`src/rtl/stereo_delay_line_pitch_shifter_macros.svh`:
```
// ----------------------------------------------------------------------------
// stereo delay line pitch shifter assertion macros
// clocked on clk, disabled while rst_n is low
// ----------------------------------------------------------------------------
`ifndef STEREO_DELAY_LINE_PITCH_SHIFTER_MACROS_SVH
`define STEREO_DELAY_LINE_PITCH_SHIFTER_MACROS_SVH

// property must hold at every clock edge out of reset
`define SDLPS_ASSERT(lbl, prop, msg) \
  lbl: assert property (@(posedge clk) disable iff (!rst_n) prop) else $error(msg);

// expression must never be true out of reset
`define SDLPS_NEVER(lbl, expr, msg) \
  `SDLPS_ASSERT(lbl, !(expr), msg)

`endif

```
`src/rtl/sdlps_pkg.sv`:
```
// ----------------------------------------------------------------------------
// sdlps_pkg
// shared constants, types and the lane control struct of the pitch shifter
// ----------------------------------------------------------------------------
`default_nettype none

package sdlps_pkg;

  localparam int STORE_DEPTH = 720;
  localparam int HALF_DEPTH  = STORE_DEPTH / 2;
  localparam int ADDR_W      = $clog2(STORE_DEPTH);
  localparam int WT_W        = $clog2(HALF_DEPTH + 1);
  localparam int SAMPLE_W    = 16;
  localparam int PROD_W      = SAMPLE_W + WT_W + 1;
  localparam int ABS_W       = PROD_W - 2;
  localparam int QUO_W       = SAMPLE_W + 1;
  localparam int N_STAGES    = 5;
  localparam int CFG_IDX_W   = 2;

  // floor(2^ABS_W / HALF_DEPTH): quotient estimate is low by at most one
  localparam logic [ABS_W-1:0] RECIP = ABS_W'((64'd1 << ABS_W) / HALF_DEPTH);

  localparam logic [CFG_IDX_W-1:0] CFG_BYPASS     = CFG_IDX_W'(0);
  localparam logic [CFG_IDX_W-1:0] CFG_PITCH_DOWN = CFG_IDX_W'(1);

  typedef logic [ADDR_W-1:0]          addr_t;
  typedef logic [WT_W-1:0]            weight_t;
  typedef logic signed [SAMPLE_W-1:0] sample_t;

  typedef struct packed {
    logic [N_STAGES-1:0] en;     // load enable per pipeline stage
    logic                we;     // store write this cycle
    logic                clr;    // write zero (clearing pass)
    addr_t               waddr;
    addr_t               ra_a;
    addr_t               ra_b;
    weight_t             w_a;
    weight_t             w_b;
    logic                byp;
  } sdlps_ctl_t;

endpackage

`default_nettype wire

```
`src/rtl/sdlps_ctrl.sv`:
```
// ----------------------------------------------------------------------------
// sdlps_ctrl
// write position, sweep delay, tap addresses, crossfade weights, config
// registers, store clearing pass and the stage handshake of the lanes
// ----------------------------------------------------------------------------
`default_nettype none
`include "stereo_delay_line_pitch_shifter_macros.svh"

module sdlps_ctrl
  import sdlps_pkg::*;
(
  input  wire logic                 clk,
  input  wire logic                 rst_n,
  input  wire logic                 in_valid,
  output logic                      in_ready,
  input  wire logic                 out_free,
  output logic                      last_valid,
  input  wire logic                 cfg_valid,
  input  wire logic [CFG_IDX_W-1:0] cfg_index,
  input  wire logic                 cfg_data,
  output sdlps_ctl_t                ctl
);

  localparam logic [ADDR_W:0] DEPTH_X   = (ADDR_W + 1)'(STORE_DEPTH);
  localparam logic [ADDR_W:0] HALF_X    = (ADDR_W + 1)'(HALF_DEPTH);
  localparam addr_t           LAST_ADDR = ADDR_W'(STORE_DEPTH - 1);
  localparam addr_t           HALF_ADDR = ADDR_W'(HALF_DEPTH);

  addr_t               wp_r, wp_nxt;
  addr_t               d_r, d_nxt;
  addr_t               clr_cnt_r, clr_cnt_nxt;
  logic                clr_r, clr_nxt;
  logic                byp_r, byp_nxt;
  logic                pd_r, pd_nxt;
  logic [N_STAGES-1:0] v_r, v_nxt;
  logic [N_STAGES-1:0] free;
  logic                accept;

  logic [ADDR_W:0] sum_up, dif_dn, ia_x, ib_x;
  addr_t           ia, ib, m;

  // stage k is free when empty or when its item moves on this cycle
  always_comb begin
    free[N_STAGES-1] = !v_r[N_STAGES-1] || out_free;
    for (int k = N_STAGES - 2; k >= 0; k--) begin
      free[k] = !v_r[k] || free[k+1];
    end
  end

  assign in_ready   = free[0] && !clr_r;
  assign accept     = in_valid && in_ready;
  assign last_valid = v_r[N_STAGES-1];

  always_comb begin
    v_nxt[0] = free[0] ? accept : v_r[0];
    for (int k = 1; k < N_STAGES; k++) begin
      v_nxt[k] = free[k] ? v_r[k-1] : v_r[k];
    end
  end

  // tap addresses, both wrapped with one compare and subtract
  always_comb begin
    sum_up = {1'b0, wp_r} + {1'b0, d_r};
    dif_dn = {1'b0, wp_r} + DEPTH_X - {1'b0, d_r};
    if (pd_r) begin
      ia_x = (dif_dn >= DEPTH_X) ? dif_dn - DEPTH_X : dif_dn;
    end else begin
      ia_x = (sum_up >= DEPTH_X) ? sum_up - DEPTH_X : sum_up;
    end
    ia   = ia_x[ADDR_W-1:0];
    ib_x = {1'b0, ia} + HALF_X;
    ib   = (ib_x >= DEPTH_X) ? ADDR_W'(ib_x - DEPTH_X) : ib_x[ADDR_W-1:0];
    m    = (d_r >= HALF_ADDR) ? d_r - HALF_ADDR : HALF_ADDR - d_r;
  end

  always_comb begin
    ctl.en    = free;
    ctl.we    = clr_r || accept;
    ctl.clr   = clr_r;
    ctl.waddr = clr_r ? clr_cnt_r : wp_r;
    ctl.ra_a  = ia;
    ctl.ra_b  = ib;
    ctl.byp   = byp_r;
    // bypass becomes a full weight on the incoming sample
    ctl.w_a   = byp_r ? WT_W'(HALF_DEPTH) : WT_W'(HALF_DEPTH) - WT_W'(m);
    ctl.w_b   = byp_r ? '0 : WT_W'(m);
  end

  always_comb begin
    wp_nxt      = wp_r;
    d_nxt       = d_r;
    clr_nxt     = clr_r;
    clr_cnt_nxt = clr_cnt_r;
    byp_nxt     = byp_r;
    pd_nxt      = pd_r;
    if (accept) begin
      wp_nxt = (wp_r == LAST_ADDR) ? '0 : wp_r + 1'b1;
      if (!wp_r[0]) begin
        d_nxt = (d_r == LAST_ADDR) ? '0 : d_r + 1'b1;
      end
    end
    if (clr_r) begin
      clr_cnt_nxt = clr_cnt_r + 1'b1;
      if (clr_cnt_r == LAST_ADDR) begin
        clr_nxt = 1'b0;
      end
    end
    if (cfg_valid) begin
      case (cfg_index)
        CFG_BYPASS:     byp_nxt = cfg_data;
        CFG_PITCH_DOWN: pd_nxt  = cfg_data;
        default: ;
      endcase
    end
  end

  always_ff @(posedge clk) begin
    if (!rst_n) begin
      wp_r      <= '0;
      d_r       <= '0;
      clr_r     <= 1'b1;
      clr_cnt_r <= '0;
      byp_r     <= 1'b0;
      pd_r      <= 1'b0;
      v_r       <= '0;
    end else begin
      wp_r      <= wp_nxt;
      d_r       <= d_nxt;
      clr_r     <= clr_nxt;
      clr_cnt_r <= clr_cnt_nxt;
      byp_r     <= byp_nxt;
      pd_r      <= pd_nxt;
      v_r       <= v_nxt;
    end
  end

  `SDLPS_ASSERT(a_wp_step, accept |=> (wp_r == (($past(wp_r) == LAST_ADDR) ? '0 : $past(wp_r) + 1'b1)), "write position did not step by one")
  `SDLPS_ASSERT(a_sweep_hold, (accept && wp_r[0]) |=> (d_r == $past(d_r)), "sweep moved on odd position")
  `SDLPS_ASSERT(a_taps_range, (ctl.ra_a < DEPTH_X[ADDR_W-1:0] || DEPTH_X[ADDR_W]) && (ctl.ra_b < DEPTH_X[ADDR_W-1:0] || DEPTH_X[ADDR_W]), "tap address outside store")
  `SDLPS_ASSERT(a_clr_len, $fell(clr_r) |-> ($past(clr_cnt_r) == LAST_ADDR), "clearing pass ended early")
  `SDLPS_NEVER(a_no_item_in_clear, clr_r && (accept || v_r != '0), "item in flight during clearing pass")

endmodule

`default_nettype wire

```
`config.mk`:
```
export PLATFORM = sky130hd
export DESIGN_NAME = sdlps_ctrl
export DESIGN_NICKNAME = d
export VERILOG_FILES = /design/src/rtl/sdlps_pkg.sv /design/src/rtl/sdlps_ctrl.sv
export VERILOG_INCLUDE_DIRS = /design/src /design/src/rtl
export SDC_FILE = /design/constraint.sdc
export NUM_CORES = 1
export LEC_CHECK = 0
export BUFFER_PORTS_ARGS = -buffer_cell sky130_fd_sc_hd__buf_2
export CAP_MARGIN = 20
export CORE_MARGIN = 2
export CORE_UTILIZATION = 55
export CTS_CLUSTER_SIZE = 20
export DETAILED_ROUTE_END_ITERATION = 16
export GPL_ROUTABILITY_DRIVEN = 0
export PLACE_DENSITY = 0.77
export SKIP_LAST_GASP = 1
export SYNTH_ARGS = -nofsm -noshare
export SYNTH_HDL_FRONTEND = slang
export SYNTH_SLANG_ARGS = --single-unit
```
`constraint.sdc`:
```
create_clock -name clk -period 7.58 [get_ports clk]
set_input_delay 1.516 -clock clk [delete_from_list [all_inputs] [get_ports clk]]
set_output_delay 1.516 -clock clk [all_outputs]
set_load 0.02 [all_outputs]
```
==> flow_metrics.py, run 1 <==
metrics = {
    "status": {
        "run_status": "complete, no violations",
    },
    "global_routing": {
        "grt_use_total_pct": 24.5,
        "antenna_found_initial": 0,
        "grt_max_degree": 26,
        "grt_pass1_wl_um": 18400,
        "grt_pass1_vias": 4010,
        "grt-ovfl-total": 0,
    },
    "synthesis": {
        "netlist_instances": 601,
        "syn_nets": 654,
        "ys_ff_latch": 38,
        "ys_warn_count": 0,
        "ys_seq_area_share_pct": 16.5,
        "netlist_area_mm2": 0.00461,
        "synth-edff-count": 0,
        "synth_cell_types": 80,
        "synthFlopType": "dfxtp_1",
        "synth_async_sr_flop_share_pct": 0,
        "syn_avg_cell_area_um2": 7.67,
    },
    "job": {
        "cap_viol_max_count": 0,
    },
    "timing": {
        "fin_crit_sh_pct": 96.6,
        "slew_viol_final": 0,
        "final-hold-violation-count": 0,
        "max_slew_margin_pct": 48.5,
        "fin_tns_setup_ns": 0,
        "max_freq_mhz": 137,
        "timing.final.ws_setup_ns": 0.261,
        "finalHoldWorstSlack_ns": 0.462,
        "setup_viol_count_final": 0,
        "period_minus_slack_ns": 7.32,
        "fin_skew_ns": 0.00612,
        "worst_pin_slew_ns": 0.771,
    },
    "clock_network": {
        "cts_hold_buf": 0,
        "path_clk_slew_ns": 0.08,
        "cts_sinks": 38,
        "cts_root_buf": "clkbuf_8",
        "clk_path_buf_depth": 2,
        "tritoncts": "built",
        "clk_latency_ns": 0.29,
        "htreeDepth": 2,
        "numCtsBuffers": 5,
    },
    "placement": {
        "post-dp-hpwl_um": 8840,
        "dpl_worst_slack_ns": 0.287,
        "port-buffer-count": 65,
        "dp.cells": 747,
    },
    "worst_hold_path": {
        "hold_path.class": "reg -> reg",
        "hold_path_end": "v_r[2]$_SDFFE_PN0P_",
        "hold_depth": 1,
        "hp-start": "v_r[1]$_SDFFE_PN0P_",
    },
    "finish": {
        "layoutNonFillerInstCount": 759,
        "seq_area_um2": 764,
        "fin_nets": 706,
        "syn2layout_area_growth_pct": 11.6,
        "multi_input_comb_area_mm2": 0.00357,
        "antenna_cells": 0,
        "layout_commonest_cell": "buf_2",
        "drive_above_1_share_pct": 18.8,
        "fillers": 715,
        "layout_common_cells": "buf_2 (65), nor2_1 (60), nand2_1 (53), ha_1 (43), inv_1 (41)",
    },
    "floorplanning": {
        "core_mm2": 0.00818,
        "die_area_mm2": 0.00913,
        "dieWidth_um": 95.5,
        "die_height_um": 95.5,
        "initial_utilization_pct": 56.4,
        "floorplan.rows": 33,
        "pin_count": 66,
    },
    "setup_path": {
        "required_ns": 6.06,
        "reg2reg_depth": 13,
        "cp-end-kind": "output port",
        "startpoint_type": "register",
        "r2r_slack_ns": 4.79,
        "r2r-end": "d_r[7]$_SDFFE_PN0P_",
        "reg2reg_from": "v_r[4]$_SDFFE_PN0P_",
        "arrival_ns": 5.80,
        "cp_max_fo": 8,
        "worstSetupPathType": "reg -> out",
    },
    "detailed_routing": {
        "postRouteAntennaNets": 0,
        "num_vias": 4399,
        "post_drt_via_cell_ratio": 5.80,
        "dr.first_iter.drc_count": 261,
        "wire_per_inst_um": 14.9,
        "drtPass1Iterations": 4,
        "remaining_drc_errors": 0,
        "routed_wl_um": 11300,
    },
    "power_and_ir_drop": {
        "vdd_drop_max_uv": 196,
        "totalPowerFinal_mw": 0.442,
        "p_leak_nw": 2.32,
        "powerDensity_mw_per_mm2": 86.0,
    },
}
metrics by stage:
| stage | util (%) | area (um2) |
|---|---|---|
| after floorplan | - | 4610 |
| after global placement | 60.3 | 4930 |
| after detailed placement | 60.3 | 4930 |
| after CTS | 62.1 | 5080 |
| after global routing | 62.9 | 5140 |
| final | 62.9 | 5140 |
synthesized netlist by cell type (7+ instances only):
library cell  instances  area (um2)
nor2_1               60         225
nand2_1              53         199
ha_1                 43         538
inv_1                41         154
xnor2_1              40         350
dfxtp_1              38         761
a21oi_1              31         155
o21ai_0              30         150
and2_1               19         119
nand3_1              17        85.1
nor2b_1              17         106
clkbuf_1             16        60.1
nand4_1              13        81.3
nor3_1               13        65.1
xor2_1               12         105
mux2i_1              11         110
and3_1               10        62.6
nand2b_1             10        62.6
a21o_1                7        52.6
buf_4                 7        52.6
per-layer routing:
layer / vias up / share of wire [%] / track usage [%]
met5: - / 0 / 0
met4: 0 / 1.2 / 5.48
met3: 13 / 4.2 / 2.69
met2: 118 / 48 / 42.3
met1: 2046 / 47 / 32.8
li1: 2222 / - / -
logic make-up (layout without fill, tap and decap cells):
family	after synthesis	in the layout	synth area share, %
flops	38	38	16.5
compound gates	134	134	21.5
xor+xnor	54	54	10.6
fa+ha+maj	45	45	12.5
simple gates	242	242	27.8
mux	18	18	4.26
buf+inv	70	123	6.76
state kept, by name, indices dropped and copies added (netlist names):
signal / cells
byp_r: 1
clr_cnt_r: 10
clr_r: 1
d_r: 10
pd_r: 1
v_r: 5
wp_r: 10
final cells by class:
| type | count | area share [%] |
|---|---|---|
| inverter | 44 | 3.21 |
| multi-input combinational | 493 | 69.5 |
| timing repair buffer | 71 | 7.20 |
| sequential | 38 | 14.9 |
| clock inverter | 3 | 1.34 |
| tap | 105 | 2.55 |
| clock buffer | 5 | 1.34 |
critical path, stage by stage (launching register included):
cell       delay, ns
dfxtp_1         0.53
ha_1            0.31
ha_1            0.24
fa_1            0.45
and2_1          0.21
a2111o_1        0.48
a2111oi_1       0.47
nor3b_1         0.17
o21ai_2         0.26
xnor2_1         0.16
a21oi_1         0.11
ha_1            0.28
xnor2_2         0.24
inv_1           0.10
ha_1            0.20
nand2_1         0.06
nor4_1          0.04
o311ai_1        0.40
a21oi_2         0.11
a21oi_2         0.21
mux2_4          0.32
buf_2           0.16
where the power goes:
group | internal, mW | switching, mW | leakage [nW]
combinational | 0.0109 | 0.0169 | 1.94
clock | 0.132 | 0.0778 | 0.0683
sequential | 0.201 | 0.00351 | 0.308
total | 0.344 | 0.0982 | 2.32
worst max path at each step:
stage                               from       to  depth (start not counted)
floorplan            d_r[2]$_SDFFE_PN0P_  ctl[24]                         26
CTS                  d_r[1]$_SDFFE_PN0P_  ctl[24]                         26
global route         d_r[1]$_SDFFE_PN0P_  ctl[24]                         26
global placement     d_r[1]$_SDFFE_PN0P_  ctl[24]                         26
finish              wp_r[1]$_SDFFE_PN0P_  ctl[24]                         21
detailed placement   d_r[1]$_SDFFE_PN0P_  ctl[24]                         26
timing repair:
action | in CTS | in global routing
setup buffers | 0 | 4
resized for setup | 1 | 10
endpoints found under the setup margin | 1 | 4
pin swaps | 0 | 3
Note: power is estimated with default switching activity, not from simulation.
==> inputs of run 2 (changes only) <==
--- a/config.mk
+++ b/config.mk
@@ -14,6 +14,7 @@
 export DETAILED_ROUTE_END_ITERATION = 16
 export GPL_ROUTABILITY_DRIVEN = 0
 export PLACE_DENSITY = 0.77
+export REMOVE_ABC_BUFFERS = 1
 export SKIP_LAST_GASP = 1
 export SYNTH_ARGS = -nofsm -noshare
 export SYNTH_HDL_FRONTEND = slang
==> flow_metrics.py, run 2 (synthesized netlist as in run 1, its figures left out) <==
metrics = {
    "timing": {
        "finalHoldWorstSlack_ns": 0.472,
        "final-hold-violation-count": 0,
        "setup_viol_count_final": 0,
        "max_slew_margin_pct": 50.6,
        "fin_crit_sh_pct": 96.5,
        "period_minus_slack_ns": 7.32,
        "worst_pin_slew_ns": 0.739,
        "fin_skew_ns": 0.00512,
        "slew_viol_final": 0,
        "max_freq_mhz": 137,
    },
    "finish": {
        "layout_common_cells": "buf_2 (65), nor2_1 (60), nand2_1 (53), ha_1 (43), inv_1 (41)",
        "fin_nets": 706,
        "syn2layout_area_growth_pct": 10.2,
        "antenna_cells": 0,
        "layout_commonest_cell": "buf_2",
        "design_area_mm2": 0.00508,
        "drive_above_1_share_pct": 18.4,
        "largestRegisters": "clr_cnt_r: 10 flops, d_r: 10 flops, wp_r: 10 flops",
    },
    "placement": {
        "post-dp-hpwl_um": 9060,
        "dpl_cell_area_mm2": 0.00494,
        "port-buffer-count": 65,
    },
    "detailed_routing": {
        "wl_met3_um": 389,
        "routed.top_layer": "met4",
        "dr.first_iter.drc_count": 161,
        "remaining_drc_errors": 0,
        "drtPass1Iterations": 5,
        "postRouteAntennaNets": 0,
        "routed_wl_um": 11400,
        "post_drt_via_cell_ratio": 5.86,
        "num_vias": 4440,
        "wl_met1_um": 5030,
        "wire_per_inst_um": 15.0,
        "met2_length_um": 5740,
    },
    "floorplanning": {
        "die_area_mm2": 0.00913,
        "initial_utilization_pct": 56.4,
        "floorplan.rows": 33,
        "pin_count": 66,
        "dieWidth_um": 95.5,
        "die_height_um": 95.5,
        "core_mm2": 0.00818,
    },
    "global_routing": {
        "grt_use_total_pct": 24.5,
        "antenna_found_initial": 0,
        "grt_max_degree": 26,
        "grt_pass1_wl_um": 18200,
        "grt-ovfl-total": 0,
        "grt_pass1_vias": 4057,
    },
    "clock_network": {
        "cts_sinks": 38,
        "numCtsBuffers": 5,
        "cts_hold_buf": 0,
        "clk_path_buf_depth": 2,
        "clk_latency_ns": 0.29,
        "path_clk_slew_ns": 0.07,
        "cts_root_buf": "clkbuf_8",
        "htreeDepth": 2,
        "tritoncts": "built",
    },
    "power_and_ir_drop": {
        "power_switching_mw": 0.0921,
        "internal_power_mw": 0.275,
        "powerDensity_mw_per_mm2": 72.2,
        "p_leak_nw": 2.29,
        "clock_power_share_pct": 36.9,
        "switching_share_pct": 25.1,
        "seqPwrFrac_pct": 55.7,
        "comb_power_share_pct": 7.4,
        "vdd_drop_max_uv": 113,
    },
    "worst_hold_path": {
        "hold_path.class": "reg -> reg",
        "hold_depth": 1,
    },
    "setup_path": {
        "worstSetupPathType": "reg -> out",
        "cp-end-kind": "output port",
        "cp_max_fo": 8,
        "arrival_ns": 5.80,
        "required_ns": 6.06,
        "startpoint_type": "register",
        "reg2reg_depth": 13,
    },
    "status": {
        "run_status": "complete, no violations",
    },
    "job": {
        "cap_viol_max_count": 0,
    },
}
## run 2: cell type report
type                            count  area, um2
Timing Repair Buffer               71        370
Inverter                           44        165
Tap cell                          105        131
Fill cell                         768       3100
Multi-Input combinational cell    493       3570
Sequential cell                    38        767
Clock buffer                        6       72.6
Clock inverter                      1       7.51
## run 2: path summary, 6_finish.rpt
check	endpoint	startpoint	slack, ns
setup reg to reg	d_r[7]$_SDFFE_PN0P_	v_r[4]$_SDFFE_PN0P_	4.95
hold / removal	v_r[2]$_SDFFE_PN0P_	v_r[1]$_SDFFE_PN0P_	0.47
hold reg to reg	v_r[2]$_SDFFE_PN0P_	v_r[1]$_SDFFE_PN0P_	0.47
setup / recovery	ctl[24]	wp_r[1]$_SDFFE_PN0P_	0.26
## run 2: power groups by stage
stage,registers [mW],logic [mW],clock network (mW)
final,0.204,0.0272,0.135
after global routing,0.205,0.0299,0.144
after CTS,0.204,0.0274,0.138
after detailed placement,0.209,0.0273,0
after global placement,0.209,0.0268,0
after floorplan,0.209,0.0173,0
## run 2: repair_timing
action,4_1_cts,5_1_grt
pin swaps,0,3
resized for setup,2,8
gates cloned,0,0
setup buffers,0,3
endpoints found under the setup margin,3,4
## run 2: per-stage QoR
| step | std cells | setup WS, ns | setup TNS [ns] | power, mW | utilization, % |
|---|---|---|---|---|---|
| 4_1_cts | 755 | 0.0498 | 0 | 0.369 | 61.5 |
| 3_3_place_gp | 748 | 0.480 | 0 | 0.236 | 60.4 |
| 3_5_place_dp | 748 | 0.190 | 0 | 0.237 | 60.4 |
| 5_1_grt | 758 | -0.0631 | -0.0839 | 0.379 | 62.1 |
| 2_1_floorplan | 575 | 0.698 | 0 | 0.226 | - |
| 6_report | 758 | 0.263 | 0 | 0.367 | 62.1 |
## run 2: worst max-delay path, stage by stage, from the launching register on
cell and delay (ns):
dfxtp_1 0.53, ha_1 0.32, ha_1 0.24, fa_1 0.44, and2_1 0.20, a2111o_1 0.47
a2111oi_1 0.46, or3b_1 0.32, nor2_1 0.10, a31o_1 0.25, nor3_4 0.17, nand2_1 0.16
xnor2_2 0.25, inv_1 0.09, ha_1 0.20, nand2_1 0.08, nor4_1 0.05, o311ai_1 0.38
a21oi_2 0.10, a21oi_2 0.20, mux2_4 0.33, buf_2 0.16
## run 2: per-layer routing
metal | vias up | global-route usage (%)
met5 | - | 0
met4 | 0 | 8.10
met3 | 21 | 3.08
met2 | 109 | 45.5
met1 | 2093 | 28.9
li1 | 2217 | -
==> inputs of run 3 (changes only) <==
--- a/config.mk
+++ b/config.mk
@@ -8,11 +8,11 @@
 export LEC_CHECK = 0
 export BUFFER_PORTS_ARGS = -buffer_cell sky130_fd_sc_hd__buf_2
 export CAP_MARGIN = 20
-export CORE_MARGIN = 2
 export CORE_UTILIZATION = 55
 export CTS_CLUSTER_SIZE = 20
 export DETAILED_ROUTE_END_ITERATION = 16
 export GPL_ROUTABILITY_DRIVEN = 0
+export MAX_ROUTING_LAYER = met4
 export PLACE_DENSITY = 0.77
 export REMOVE_ABC_BUFFERS = 1
 export SKIP_LAST_GASP = 1
==> constraint.sdc (replaced) <==
create_clock -name clk -period 6.8 [get_ports clk]
set_input_delay 1.36 -clock clk [delete_from_list [all_inputs] [get_ports clk]]
set_output_delay 1.36 -clock clk [all_outputs]
set_load 0.02 [all_outputs]
==> flow_metrics.py, run 3 (synthesized netlist as in run 1, its figures left out) <==
metrics = {
    "status": {
        "run_status": "complete, no violations",
    },
    "clock_network": {
        "clk_path_buf_depth": 2,
        "numCtsBuffers": 5,
        "cts_root_buf": "clkbuf_8",
        "cts_sinks": 38,
        "cts_hold_buf": 0,
        "tritoncts": "built",
        "path_clk_slew_ns": 0.08,
        "clk_latency_ns": 0.30,
        "htreeDepth": 2,
    },
    "detailed_routing": {
        "remaining_drc_errors": 0,
        "drtPass1Iterations": 5,
        "wire_per_inst_um": 15.2,
        "num_vias": 4521,
        "routed_wl_um": 11800,
        "dr.first_iter.drc_count": 250,
        "postRouteAntennaNets": 0,
        "wl_met1_um": 5330,
        "routed.top_layer": "met4",
        "wl_met3_um": 367,
        "met2_length_um": 5840,
        "post_drt_via_cell_ratio": 5.80,
    },
    "job": {
        "cap_viol_max_count": 0,
    },
    "worst_hold_path": {
        "hold_depth": 1,
        "hold_path.class": "reg -> reg",
        "hp-start": "v_r[1]$_SDFFE_PN0P_",
        "hold_path_end": "v_r[2]$_SDFFE_PN0P_",
    },
    "global_routing": {
        "antenna_found_initial": 0,
        "grt_use_total_pct": 27.0,
        "grt_max_degree": 26,
        "grt_pass1_vias": 4013,
        "grt-ovfl-total": 0,
        "grt_pass1_wl_um": 18600,
    },
    "placement": {
        "post-dp-hpwl_um": 9110,
        "port-buffer-count": 65,
        "dpl_worst_slack_ns": 0.0756,
    },
    "finish": {
        "largestRegisters": "clr_cnt_r: 10 flops, d_r: 10 flops, wp_r: 10 flops",
        "syn2layout_area_growth_pct": 16.7,
        "layout_common_cells": "buf_2 (64), nor2_1 (59), nand2_1 (52), xnor2_1 (39), inv_1 (36)",
        "layout_commonest_cell": "buf_2",
        "drive_above_1_share_pct": 25.7,
        "fin_nets": 726,
        "fin_util_pct": 65.8,
        "antenna_cells": 0,
    },
    "timing": {
        "period_minus_slack_ns": 6.63,
        "fin_skew_ns": 0.00403,
        "slew_viol_final": 0,
        "fin_tns_setup_ns": 0,
        "timing.final.ws_setup_ns": 0.168,
        "final-hold-violation-count": 0,
        "worst_pin_slew_ns": 0.759,
        "fin_crit_sh_pct": 97.5,
        "max_freq_mhz": 151,
        "setup_viol_count_final": 0,
        "finalHoldWorstSlack_ns": 0.495,
        "max_slew_margin_pct": 49.3,
    },
    "power_and_ir_drop": {
        "totalPowerFinal_mw": 0.418,
        "vdd_drop_max_uv": 150,
        "powerDensity_mw_per_mm2": 77.7,
        "p_leak_nw": 2.38,
    },
    "setup_path": {
        "cp-startpoint": "d_r[1]$_SDFFE_PN0P_",
        "r2r-end": "d_r[7]$_SDFFE_PN0P_",
        "worstSetupPathType": "reg -> out",
        "cp_max_fo": 6,
        "r2r_slack_ns": 4.10,
        "arrival_ns": 5.27,
        "cp-end-kind": "output port",
        "reg2reg_depth": 12,
        "reg2reg_from": "v_r[4]$_SDFFE_PN0P_",
        "startpoint_type": "register",
        "required_ns": 5.44,
    },
    "floorplanning": {
        "core_mm2": 0.00818,
        "dieWidth_um": 93.5,
        "initial_utilization_pct": 56.4,
        "pin_count": 66,
        "die_area_mm2": 0.00875,
        "floorplan.rows": 33,
        "die_height_um": 93.5,
    },
}
-- run 3: layer usage --
metal	global-route usage, %	vias up
met5	-	-
met1	33.2	2127
met3	2.44	20
met2	45.6	120
li1	-	2254
met4	11.0	0
-- run 3: power breakdown --
part           leakage, nW  switching, mW  internal, mW
logic                 2.02         0.0187        0.0124
registers            0.312        0.00374         0.224
clock network       0.0441         0.0871        0.0720
total                 2.38          0.109         0.308
-- run 3: worst max path at each step --
stage / end / slack, ns / cells after the start
after floorplan: ctl[24] / 0.07 / 25
after global placement: ctl[24] / 0.32 / 25
after detailed placement: ctl[24] / 0.08 / 25
after CTS: ctl[24] / 0.04 / 26
after global routing: ctl[24] / -0.08 / 23
final: ctl[24] / 0.17 / 26
-- run 3: area by class of cell --
type,instances,area (um2)
tap,105,131
clock inverter,3,21.3
timing repair buffer,91,527
fill,684,2800
inverter,44,165
multi-input combinational,493,3690
clock buffer,5,68.8
sequential,38,774
-- run 3: timing repair --
item | CTS | global route
setup endpoints to repair | 4 | 4
setup buffers | 3 | 7
pin swaps | 6 | 13
resized for setup | 11 | 35
-- run 3: per-stage QoR --
step / instances / cell area, um2
final: 779 / 5380
after global routing: 779 / 5380
after CTS: 772 / 5200
after detailed placement: 761 / 5040
after global placement: 761 / 5040
after floorplan: 575 / 4460
-- run 3: worst max-delay path, cell delays in order, from the launching register on --
cell	delay, ns
dfxtp_2	0.33
inv_2	0.09
ha_4	0.21
nand2b_4	0.14
a2111o_1	0.46
a21boi_2	0.25
nor2b_4	0.07
ha_1	0.19
nor2b_2	0.15
nand4b_1	0.10
mux2i_1	0.10
nor4b_2	0.39
o311ai_4	0.16
a21o_1	0.21
a21oi_2	0.18
a21oi_2	0.07
ha_2	0.25
xnor2_2	0.16
inv_2	0.06
ha_2	0.18
nand2_1	0.06
nor4_1	0.05
o311ai_1	0.38
a21oi_2	0.11
a21oi_2	0.16
mux2_4	0.32
buf_6	0.13
